File: config.mk
export PLATFORM = sky130hd
export DESIGN_NAME = ethernet_fcs_checker_with_dest_filter_flat
export DESIGN_NICKNAME = d
export VERILOG_FILES = /design/src/rtl/efc_pkg.sv /design/src/rtl/efc_if.sv /design/src/rtl/ethernet_fcs_checker_with_dest_filter.sv /design/src/flat_wrapper.sv
export SDC_FILE = /design/constraint.sdc
export NUM_CORES = 1
export LEC_CHECK = 0
export BUFFER_PORTS_ARGS = -buffer_cell sky130_fd_sc_hd__buf_2
export CAP_MARGIN = 10
export CORE_MARGIN = 4
export CORE_UTILIZATION = 54
export CTS_CLUSTER_SIZE = 16
export DETAILED_ROUTE_END_ITERATION = 7
export PLACE_DENSITY = 0.85
export SETUP_SLACK_MARGIN = 0.2
export SYNTH_ARGS = -nofsm -noshare
export SYNTH_HDL_FRONTEND = slang
export SYNTH_SLANG_ARGS = --single-unit
File: constraint.sdc
create_clock -name clk -period 3.4 [get_ports clk]
set_clock_uncertainty 0.2 [all_clocks]
set_input_delay 0.51 -clock clk [delete_from_list [all_inputs] [get_ports clk]]
set_output_delay 0.51 -clock clk [all_outputs]
set_load 0.02 [all_outputs]
File: src/rtl/efc_pkg.sv
package efc_pkg;

	localparam int MAC_W = 48;
	localparam int ADDR_LEN = 6;
	localparam int FCS_LEN = 4;

	localparam logic [31:0] FCS_POLY = 32'hEDB8_8320;
	localparam logic [31:0] FCS_PRESET = 32'hFFFF_FFFF;

	typedef logic [7:0] byte_t;
	typedef logic [MAC_W-1:0] mac_t;
	// bytes seen in the frame, saturating
	typedef logic [2:0] count_t;

	localparam count_t CNT_MAX = 3'd7;

	// reflected crc-32, one byte, unrolled over its eight bits
	function automatic logic [31:0] crc32_byte(input logic [31:0] crc, input byte_t b);
		logic [31:0] c;
		c = crc ^ {24'd0, b};
		for (int k = 0; k < 8; k++) begin
			c = c[0] ? ((c >> 1) ^ FCS_POLY) : (c >> 1);
		end
		return c;
	endfunction

endpackage

File: src/rtl/efc_if.sv
// frame byte channel
interface efc_frame_if;
	logic valid;
	logic ready;
	efc_pkg::byte_t data_byte;
	logic last_byte;

	modport source (output valid, output data_byte, output last_byte, input ready);
	modport sink (input valid, input data_byte, input last_byte, output ready);
endinterface

// per-frame status channel
interface efc_result_if;
	logic valid;
	logic ready;
	logic dest_match;
	logic fcs_ok;
	logic report;
	logic runt;

	modport source (output valid, output dest_match, output fcs_ok, output report,
		output runt, input ready);
	modport sink (input valid, input dest_match, input fcs_ok, input report,
		input runt, output ready);
endinterface

// station address write channel
interface efc_cfg_if;
	logic valid;
	logic ready;
	efc_pkg::mac_t station_mac;

	modport source (output valid, output station_mac, input ready);
	modport sink (input valid, input station_mac, output ready);
endinterface

File: src/rtl/ethernet_fcs_checker_with_dest_filter.sv
// ethernet fcs checker with destination filter
// frame: one frame byte per transaction in wire order, last_byte set on the
//   final byte; the four trailing bytes are the received fcs
// result: one transaction per frame, issued for the byte with last_byte set:
//   dest_match, fcs_ok, report (addressed to us but corrupted) and runt
// cfg: writes the 48-bit station mac, first wire byte in bits 47..40;
//   always ready, write only while no frame is in flight
// throughput: one byte per cycle except while frame.ready is low (see stall);
//   the crc update is a byte-wide unrolled step that sits between the input
//   register and the frame state
// stall: the result register holds its transaction while result.ready is
//   low; non-final bytes keep flowing, and a final byte waits in the input
//   register, so frame.ready drops only while a result is stalled and a
//   second final byte is waiting behind it
// reset: arst_n presets the crc to all ones and the match flag to one, and
//   clears the tail window, the byte count, the station mac and all valid flags
module ethernet_fcs_checker_with_dest_filter (
	input logic clk,
	input logic arst_n,
	efc_cfg_if.sink cfg,
	efc_frame_if.sink frame,
	efc_result_if.source result
);

	// input register
	logic valid_s1;
	efc_pkg::byte_t data_s1;
	logic last_s1;

	// frame state
	logic [31:0] crc_q;
	efc_pkg::byte_t win_q [efc_pkg::FCS_LEN];
	efc_pkg::count_t cnt_q;
	logic match_q;
	efc_pkg::mac_t station_mac_q;

	// result register
	logic out_valid_q;
	logic dest_match_q;
	logic fcs_ok_q;
	logic report_q;
	logic runt_q;

	logic out_free;
	logic adv_s1;
	logic fire;
	efc_pkg::byte_t mac_byte;
	logic match_nxt;
	logic [31:0] crc_nxt;
	efc_pkg::count_t cnt_nxt;
	logic [31:0] rx_fcs;
	logic runt_c;
	logic dm_c;
	logic ok_c;

	// output slot can take a new result this cycle
	assign out_free = !out_valid_q || result.ready;
	// a non-final byte never needs the output slot
	assign adv_s1 = !last_s1 || out_free;
	assign fire = valid_s1 && adv_s1;

	assign frame.ready = !valid_s1 || adv_s1;
	assign cfg.ready = 1'b1;

	// expected address byte at this position
	always_comb begin
		case (cnt_q)
			3'd0: mac_byte = station_mac_q[47:40];
			3'd1: mac_byte = station_mac_q[39:32];
			3'd2: mac_byte = station_mac_q[31:24];
			3'd3: mac_byte = station_mac_q[23:16];
			3'd4: mac_byte = station_mac_q[15:8];
			default: mac_byte = station_mac_q[7:0];
		endcase
	end

	always_comb begin
		match_nxt = match_q;
		if ((cnt_q < 3'(efc_pkg::ADDR_LEN)) && (data_s1 != mac_byte)) begin
			match_nxt = 1'b0;
		end
		// oldest window byte leaves into the crc once the window is full
		crc_nxt = (cnt_q >= 3'(efc_pkg::FCS_LEN)) ? efc_pkg::crc32_byte(crc_q, win_q[0])
			: crc_q;
		cnt_nxt = (cnt_q == efc_pkg::CNT_MAX) ? efc_pkg::CNT_MAX : cnt_q + 3'd1;
		// received fcs, earliest byte least significant
		rx_fcs = {data_s1, win_q[3], win_q[2], win_q[1]};
		runt_c = cnt_nxt < 3'(efc_pkg::FCS_LEN);
		dm_c = match_nxt && (cnt_nxt >= 3'(efc_pkg::ADDR_LEN));
		ok_c = !runt_c && ((~crc_nxt) == rx_fcs);
	end

	// input register
	always_ff @(posedge clk or negedge arst_n) begin
		if (!arst_n) begin
			valid_s1 <= 1'b0;
		end else if (frame.ready) begin
			valid_s1 <= frame.valid;
		end
	end

	always_ff @(posedge clk) begin
		if (frame.ready && frame.valid) begin
			data_s1 <= frame.data_byte;
			last_s1 <= frame.last_byte;
		end
	end

	// station address
	always_ff @(posedge clk or negedge arst_n) begin
		if (!arst_n) begin
			station_mac_q <= '0;
		end else if (cfg.valid) begin
			station_mac_q <= cfg.station_mac;
		end
	end

	// frame state, back to reset values after the final byte
	always_ff @(posedge clk or negedge arst_n) begin
		if (!arst_n) begin
			crc_q <= efc_pkg::FCS_PRESET;
			for (int i = 0; i < efc_pkg::FCS_LEN; i++) begin
				win_q[i] <= '0;
			end
			cnt_q <= '0;
			match_q <= 1'b1;
		end else if (fire) begin
			if (last_s1) begin
				crc_q <= efc_pkg::FCS_PRESET;
				for (int i = 0; i < efc_pkg::FCS_LEN; i++) begin
					win_q[i] <= '0;
				end
				cnt_q <= '0;
				match_q <= 1'b1;
			end else begin
				crc_q <= crc_nxt;
				for (int i = 0; i < efc_pkg::FCS_LEN - 1; i++) begin
					win_q[i] <= win_q[i+1];
				end
				win_q[efc_pkg::FCS_LEN-1] <= data_s1;
				cnt_q <= cnt_nxt;
				match_q <= match_nxt;
			end
		end
	end

	// result register
	always_ff @(posedge clk or negedge arst_n) begin
		if (!arst_n) begin
			out_valid_q <= 1'b0;
		end else if (fire && last_s1) begin
			out_valid_q <= 1'b1;
		end else if (result.ready) begin
			out_valid_q <= 1'b0;
		end
	end

	always_ff @(posedge clk) begin
		if (fire && last_s1) begin
			dest_match_q <= dm_c;
			fcs_ok_q <= ok_c;
			report_q <= dm_c && !ok_c;
			runt_q <= runt_c;
		end
	end

	assign result.valid = out_valid_q;
	assign result.dest_match = dest_match_q;
	assign result.fcs_ok = fcs_ok_q;
	assign result.report = report_q;
	assign result.runt = runt_q;

endmodule

File: src/flat_wrapper.sv
// flat-port wrapper written by rule: the top's interface ports become plain ports
module ethernet_fcs_checker_with_dest_filter_flat 
  (clk, arst_n, cfg_valid, cfg_station_mac, cfg_ready, frame_valid, frame_data_byte, frame_last_byte, frame_ready, result_valid, result_dest_match, result_fcs_ok, result_report, result_runt, result_ready);
  efc_cfg_if cfg_i ();
  efc_frame_if frame_i ();
  efc_result_if result_i ();
  input logic clk;
  input logic arst_n;
  input wire logic [$bits(cfg_i.valid)-1:0] cfg_valid;
  input wire logic [$bits(cfg_i.station_mac)-1:0] cfg_station_mac;
  output wire logic [$bits(cfg_i.ready)-1:0] cfg_ready;
  input wire logic [$bits(frame_i.valid)-1:0] frame_valid;
  input wire logic [$bits(frame_i.data_byte)-1:0] frame_data_byte;
  input wire logic [$bits(frame_i.last_byte)-1:0] frame_last_byte;
  output wire logic [$bits(frame_i.ready)-1:0] frame_ready;
  output wire logic [$bits(result_i.valid)-1:0] result_valid;
  output wire logic [$bits(result_i.dest_match)-1:0] result_dest_match;
  output wire logic [$bits(result_i.fcs_ok)-1:0] result_fcs_ok;
  output wire logic [$bits(result_i.report)-1:0] result_report;
  output wire logic [$bits(result_i.runt)-1:0] result_runt;
  input wire logic [$bits(result_i.ready)-1:0] result_ready;
  assign cfg_i.valid = cfg_valid;
  assign cfg_i.station_mac = cfg_station_mac;
  assign cfg_ready = cfg_i.ready;
  assign frame_i.valid = frame_valid;
  assign frame_i.data_byte = frame_data_byte;
  assign frame_i.last_byte = frame_last_byte;
  assign frame_ready = frame_i.ready;
  assign result_valid = result_i.valid;
  assign result_dest_match = result_i.dest_match;
  assign result_fcs_ok = result_i.fcs_ok;
  assign result_report = result_i.report;
  assign result_runt = result_i.runt;
  assign result_i.ready = result_ready;
  ethernet_fcs_checker_with_dest_filter u_core (.clk(clk), .arst_n(arst_n), .cfg(cfg_i), .frame(frame_i), .result(result_i));
endmodule
==> reports/qor.txt, run 1 <==
gpl congestion: 1.03
DRT iter0 DRCs: 532
vias in the first global route: 6076
setup TNS: 0 ns
Yosys cell types: 67
Worst Path Required: 3.37 ns
H-tree Lvls: 4
design area: 9040 um^2
DRT Pass-1 Iters: 5
Avg WL per Cell: 23.1 um
Post-Syn Area: 7600 um^2
die area: 16000 um^2
endpoints failing setup: 0
total gr overflow: 0
WHS: -0.00443 ns
top-count cell post-synth: dfrtp_1
fin cells: 929
layout cell share with drive strength beyond 1: 0.346
kind of critical path: register to register
die width: 127 um
worst skew pair latency: 0.43 ns
via count: 5933
endpoint class of the critical path: register
Max Clk Rate: 304 MHz
post-route ant nets: 0
violated checks: negative hold slack
total wire length: 21500 um
final slew viol count: 0
Min-Delay Path Class: primary input to asynchronous set/reset pin
CTS Buf Count: 17
Max FO, Critical Path: 4
Critical path origin: u_core.crc_q[3]$_DFFE_PN1P_
final hold vios: 2
Synth area leaders: dfrtp_1 28%, dfstp_2 11%, mux2_2 7.4%
Die Ht: 127 um
top cells by count, synth: 85 x dfrtp_1, 50 x mux2_2, 46 x xnor2_1, 39 x a22o_1, 39 x nor2_1
largest net degree at the start of global routing: 64
Tmin final: 3.29 ns
Reg clk slew, reported paths: 0.06 ns
Starting Density: 0.550
n_diodes: 0
Via-to-Cell Ratio: 6.39
Placed Cells incl. Taps: 890
nets@finish: 802
number of max-cap violations: 0
Slew headroom: 0.312
core area: 13800 um^2
syn avg cell area: 11.8 um^2
Fill cells: 960
Layout area overhead: 19.0%
Peak supply drop: 0.464 mV
sequential area share after synthesis: 0.445
register bit count reported by yosys: 131
Power Density: 549 nW/um^2
Core Rows: 43
Root Driver: clkbuf_16
YS warnings: 0
Worst setup SP type: register
run status: complete, but fails checks
initial antenna violation count: 1
GRT Overall Usage: 0.275
HPWL after DPL: 15400 um
asr flop ratio synth: 0.901
Worst-Margin Slew: 1.03 ns
period utilization: 0.969
Yosys top cell by area: dfrtp_1
port bufs: 67
Synth top area share: 0.280
Main synth FF type: dfrtp_1
clock tree buffer depth: 2
number of I/O pins: 69
Net Count, Synth: 710
RSZ-0062 raised after global routing: yes
Placed Area: 8350 um^2
Clock Sinks: 131
crit path DAT: 3.27 ns
DRC: 0
P_leak: 3.86 nW
Post-Syn Instances: 644
CTS tree: done
global-route wire length before repair: 33900 um
EDFF count, synth: 13
worst r2r src: u_core.crc_q[3]$_DFFE_PN1P_
## worst paths after layout
check / end / slack (ns) / depth (start not counted)
worst min register to register: u_core.rx_fcs[1]$_DFFE_PN0P_ / 0.29 / 2
max in group asynchronous: u_core.crc_q[27]$_DFFE_PN1P_ / 2.15 / 2
worst max-delay path: u_core.result.report$_DFFE_PP_ / 0.11 / 8
worst min-delay path: u_core.win_q[26]$_DFFE_PN0P_ / -0.004 / 1
min in group clk: u_core.data_s1[4]$_DFFE_PP_ / 0.06 / 1
worst max register to register: u_core.result.report$_DFFE_PP_ / 0.11 / 8
## cell families after synthesis
logic type      share of synthesized area
compound gates                      0.159
xor+xnor                            0.191
fa+ha+maj                         0.00659
buf+inv                            0.0257
flops                               0.445
mux                                0.0886
other cells                      0.000493
simple gates                       0.0835
## per-layer routing
metal | up-vias | GRT usage | wire (um)
met4 | 2 | 0.104 | 567
met1 | 2969 | 0.359 | 8290
met2 | 335 | 0.440 | 10400
li1 | 2580 | - | -
met3 | 47 | 0.0792 | 2150
met5 | - | 0 | 15
## critical path: stages, from the launching register on
cell and delay (ns):
dfstp_2 0.60, xnor2_4 0.16, xnor3_2 0.52, xor3_1 0.41, mux2i_1 0.20, xor2_1 0.13, or4_1 0.55, nor4_2 0.20
nor2b_1 0.07
## cells in the final DEF (no fill, tap or decap), types with 4 or more instances in the layout
| cell type | count |
|---|---|
| a31oi_1 | 4 |
| xnor2_2 | 4 |
| nor2b_1 | 4 |
| buf_4 | 46 |
| nand2_1 | 26 |
| xnor2_1 | 44 |
| o21ai_0 | 14 |
| o22a_1 | 18 |
| a21oi_1 | 28 |
| o2111ai_1 | 5 |
| xnor2_4 | 8 |
| inv_6 | 5 |
| buf_2 | 66 |
| o211ai_1 | 4 |
| xor3_1 | 8 |
| nand4_1 | 10 |
| nor2_1 | 39 |
| a211oi_1 | 6 |
| nor4_1 | 5 |
| mux2_2 | 50 |
| ha_1 | 4 |
| edfxtp_1 | 13 |
| o21ai_1 | 4 |
| inv_1 | 10 |
| xnor3_1 | 15 |
| clkbuf_16 | 17 |
| dfstp_2 | 33 |
| nand3_1 | 4 |
| a22o_1 | 39 |
| nor3_1 | 17 |
| mux2i_1 | 11 |
| dfrtp_1 | 83 |
| o22ai_1 | 6 |
| xor2_1 | 21 |
| a22oi_1 | 9 |
## cell type report
class	count	area, um^2	share of cell area
flip-flops and latches	131	3390	0.375
clock buffers	20	457	0.0505
inverters	10	37.5	0.00415
well taps	180	225	0.0249
multi-input cells	463	4150	0.458
repair buffers	113	696	0.0769
clock inverters	12	95.1	0.0105
## metrics by stage
step	worst slack [ns]	hold slack, ns	util	power (mW)
final	0.107	-0.00443	0.654	4.97
after global routing	0.0150	0.0459	0.654	5.15
after CTS	0.115	0.0151	0.649	4.94
after detailed placement	0.0378	0.281	0.604	3.20
after global placement	0.0490	0.270	0.604	3.16
after floorplan	0.211	0.0144	-	2.75
## what timing repair did
action / CTS / global route
cloned: 0 / 0
hold buffers: 0 / 0
endpoints found under the setup margin: 3 / 4
pin swaps: 2 / 3
buffers inserted: 3 / 4
gates resized for setup: 7 / 7
## state kept, by name (all words and copies together) (netlist names)
register and cells:
u_core.cnt_q 3, u_core.crc_q 32, u_core.data_s1 8, u_core.last_s1 1
u_core.match_q 1, u_core.result.dest_match 1, u_core.result.fcs_ok 1, u_core.result.report 1
u_core.result.runt 1, u_core.result.valid 1, u_core.rx_fcs 24, u_core.station_mac_q 48
u_core.valid_s1 1, u_core.win_q 8
## report_power, final
group	internal, mW	switching (mW)
logic	0.672	0.732
registers	1.71	0.135
clock network	0.982	0.731
(Power assumes the default switching activity.)
==> inputs of run 2 (changes only) <==
--- a/config.mk
+++ b/config.mk
@@ -8,11 +8,12 @@
 export BUFFER_PORTS_ARGS = -buffer_cell sky130_fd_sc_hd__buf_2
 export CAP_MARGIN = 10
 export CORE_MARGIN = 4
-export CORE_UTILIZATION = 54
+export CORE_UTILIZATION = 30
 export CTS_CLUSTER_SIZE = 16
 export DETAILED_ROUTE_END_ITERATION = 7
-export PLACE_DENSITY = 0.85
+export PLACE_DENSITY = 0.51
 export SETUP_SLACK_MARGIN = 0.2
 export SYNTH_ARGS = -nofsm -noshare
 export SYNTH_HDL_FRONTEND = slang
 export SYNTH_SLANG_ARGS = --single-unit
+export TNS_END_PERCENT = 100
==> run 2 against run 1 <==
Effect of this change: the flow now finishes without violations; final cell count grew 20%; register-to-register slack improved by 0.15 ns; clock power rose by 6%; critical path depth increased by 2; sequential power about the same; global-route usage decreased by 11 points; power up 5.6%; hold slack improved by 0.060 ns; cell area increased by 7.6%; sequential share of layout area decreased by 2.6 points; largest cell class unchanged; highest routed layer is now met4.
==> reports/qor.txt, run 2 (synthesized netlist as in run 1, its figures left out) <==
Die Ht: 167 um
Via-to-Cell Ratio: 5.27
RSZ-0062 raised after global routing: yes
kind of critical path: register to register
Min-Delay Path Class: primary input to register
Worst Path Required: 3.37 ns
die width: 167 um
worst skew pair latency: 0.43 ns
GRT Overall Usage: 0.170
slowest cell delay on critical path: 0.61 ns
Reg clk slew, reported paths: 0.07 ns
CTS Buf Count: 17
Slowest cell on crit path: dfstp_2
setup TNS: 0 ns
DRT iter0 DRCs: 451
Max Clk Rate: 319 MHz
delay-heaviest family, CP: XOR/XNOR gates
Reg with most FFs: u_core.station_mac_q
vias in the first global route: 6132
final slew viol count: 0
n_diodes: 0
DRT Pass-1 Iters: 5
layout cell share with drive strength beyond 1: 0.407
Root Driver: clkbuf_16
Max FO, Critical Path: 7
endpoints failing setup: 0
global-route wire length before repair: 36800 um
r2r setup slk: 0.26 ns
cells along the critical path: xnor2_4 > buf_6 > xnor2_2 > buf_4 > xor3_1 > a22o_1 > a211oi_2 > o2111ai_1 > nor4_2 > nor2b_1
gpl congestion: 0.935
total wire length: 23900 um
number of max-cap violations: 0
crit path DAT: 3.11 ns
worst r2r src: u_core.crc_q[3]$_DFFE_PN1P_
critical path depth in cells: 10
Power Density: 539 nW/um^2
Tmin final: 3.14 ns
port bufs: 67
endpoint class of the critical path: register
Worst setup SP type: register
Worst Setup EP: u_core.result.report$_DFFE_PP_
CTS tree: done
most common cell after layout, fill and taps aside: dfrtp_1
largest net degree at the start of global routing: 51
number of I/O pins: 69
total gr overflow: 0
Peak supply drop: 0.359 mV
via count: 5852
Place WS: 0.0147 ns
core area: 24600 um^2
Core Rows: 57
die area: 27900 um^2
period utilization: 0.923
max FFs per register: 48
P_leak: 4.12 nW
Starting Density: 0.309
initial antenna violation count: 0
Clock Sinks: 131
Worst-Margin Slew: 1.04 ns
nets@finish: 840
Avg WL per Cell: 21.5 um
H-tree Lvls: 4
HPWL after DPL: 17700 um
Fill cells: 2366
final setup margin: 0.261 ns
most frequent cells in the layout: 81 x dfrtp_1, 77 x buf_4, 66 x buf_2
R2R depth: 10
Buf+Inv Stages, Crit Path: 2
DRC: 0
Slew headroom: 0.307
Layout area overhead: 28.0%
end of the worst register-to-register path: u_core.result.report$_DFFE_PP_
final hold vios: 0
post-route ant nets: 0
run status: complete, no violations
Critical path origin: u_core.crc_q[3]$_DFFE_PN1P_
clock tree buffer depth: 2
[run 2: changes by cell type in the layout (fill, tap and decap cells not counted), moves of 4 or more]
cell      previous run  this run
a211oi_1             6         2
inv_8                0         4
buf_4               46        77
a211oi_2             0         4
buf_6                0         4
xnor2_2              4         8
[run 2: timing repair]
| action | CTS | global route |
|---|---|---|
| endpoints found under the setup margin | 3 | 2 |
| resized for setup | 27 | 19 |
| buffers inserted | 14 | 12 |
| hold buffers | 1 | 0 |
| pin swaps | 16 | 13 |
| endpoints found under the hold margin | 22 | 0 |
[run 2: worst min path at each step]
| stage | start | to | slack, ns | depth (start not counted) |
|---|---|---|---|---|
| 2_1_floorplan | arst_n | u_core.cnt_q[0]$_DFFE_PN0P_ | 0.01 | 0 |
| 3_3_place_gp | u_core.rx_fcs[1]$_DFFE_PN0P_ | u_core.rx_fcs[1]$_DFFE_PN0P_ | 0.27 | 2 |
| 3_5_place_dp | u_core.match_q$_DFFE_PN1P_ | u_core.match_q$_DFFE_PN1P_ | 0.28 | 2 |
| 4_1_cts | frame_last_byte | u_core.last_s1$_DFFE_PP_ | 0.04 | 1 |
| 5_1_grt | frame_last_byte | u_core.last_s1$_DFFE_PP_ | 0.04 | 1 |
| 6_report | frame_last_byte | u_core.last_s1$_DFFE_PP_ | 0.06 | 1 |
[run 2: power breakdown]
part / internal [mW] / switching (mW)
combinational: 0.787 / 0.793
clock: 0.983 / 0.842
sequential: 1.71 / 0.126
total: 3.48 / 1.76
[run 2: area by class of cell]
cell class | instances | area, um^2 | share of cell area
flip-flops and latches | 131 | 3390 | 0.348
well taps | 324 | 405 | 0.0417
clock inverters | 15 | 160 | 0.0165
repair buffers | 151 | 1020 | 0.105
multi-input cells | 463 | 4290 | 0.441
inverters | 10 | 37.5 | 0.00386
clock buffers | 17 | 425 | 0.0437
[run 2: metal layers]
| layer | global-route usage | wire length (um) |
|---|---|---|
| met5 | 0 | 0 |
| met4 | 0.0575 | 578 |
| met3 | 0.0351 | 1510 |
| met2 | 0.282 | 11600 |
| met1 | 0.223 | 10200 |
[run 2: worst register-to-register path: stages, from the launching register on]
cell	delay [ns]
dfstp_2	0.61
xnor2_4	0.14
buf_6	0.19
xnor2_2	0.15
buf_4	0.21
xor3_1	0.38
a22o_1	0.31
a211oi_2	0.20
o2111ai_1	0.14
nor4_2	0.28
nor2b_1	0.07
[run 2: stage by stage]
stage	utilization	cell area (um^2)	instances	hold WS [ns]	total power [mW]
CTS	0.387	9520	1099	0.0397	5.18
global placement	0.352	8670	1052	0.273	3.25
finish	0.395	9730	1111	0.0555	5.24
detailed placement	0.352	8670	1052	0.279	3.26
floorplan	-	7620	644	0.0144	2.75
global route	0.395	9730	1111	0.0373	5.45
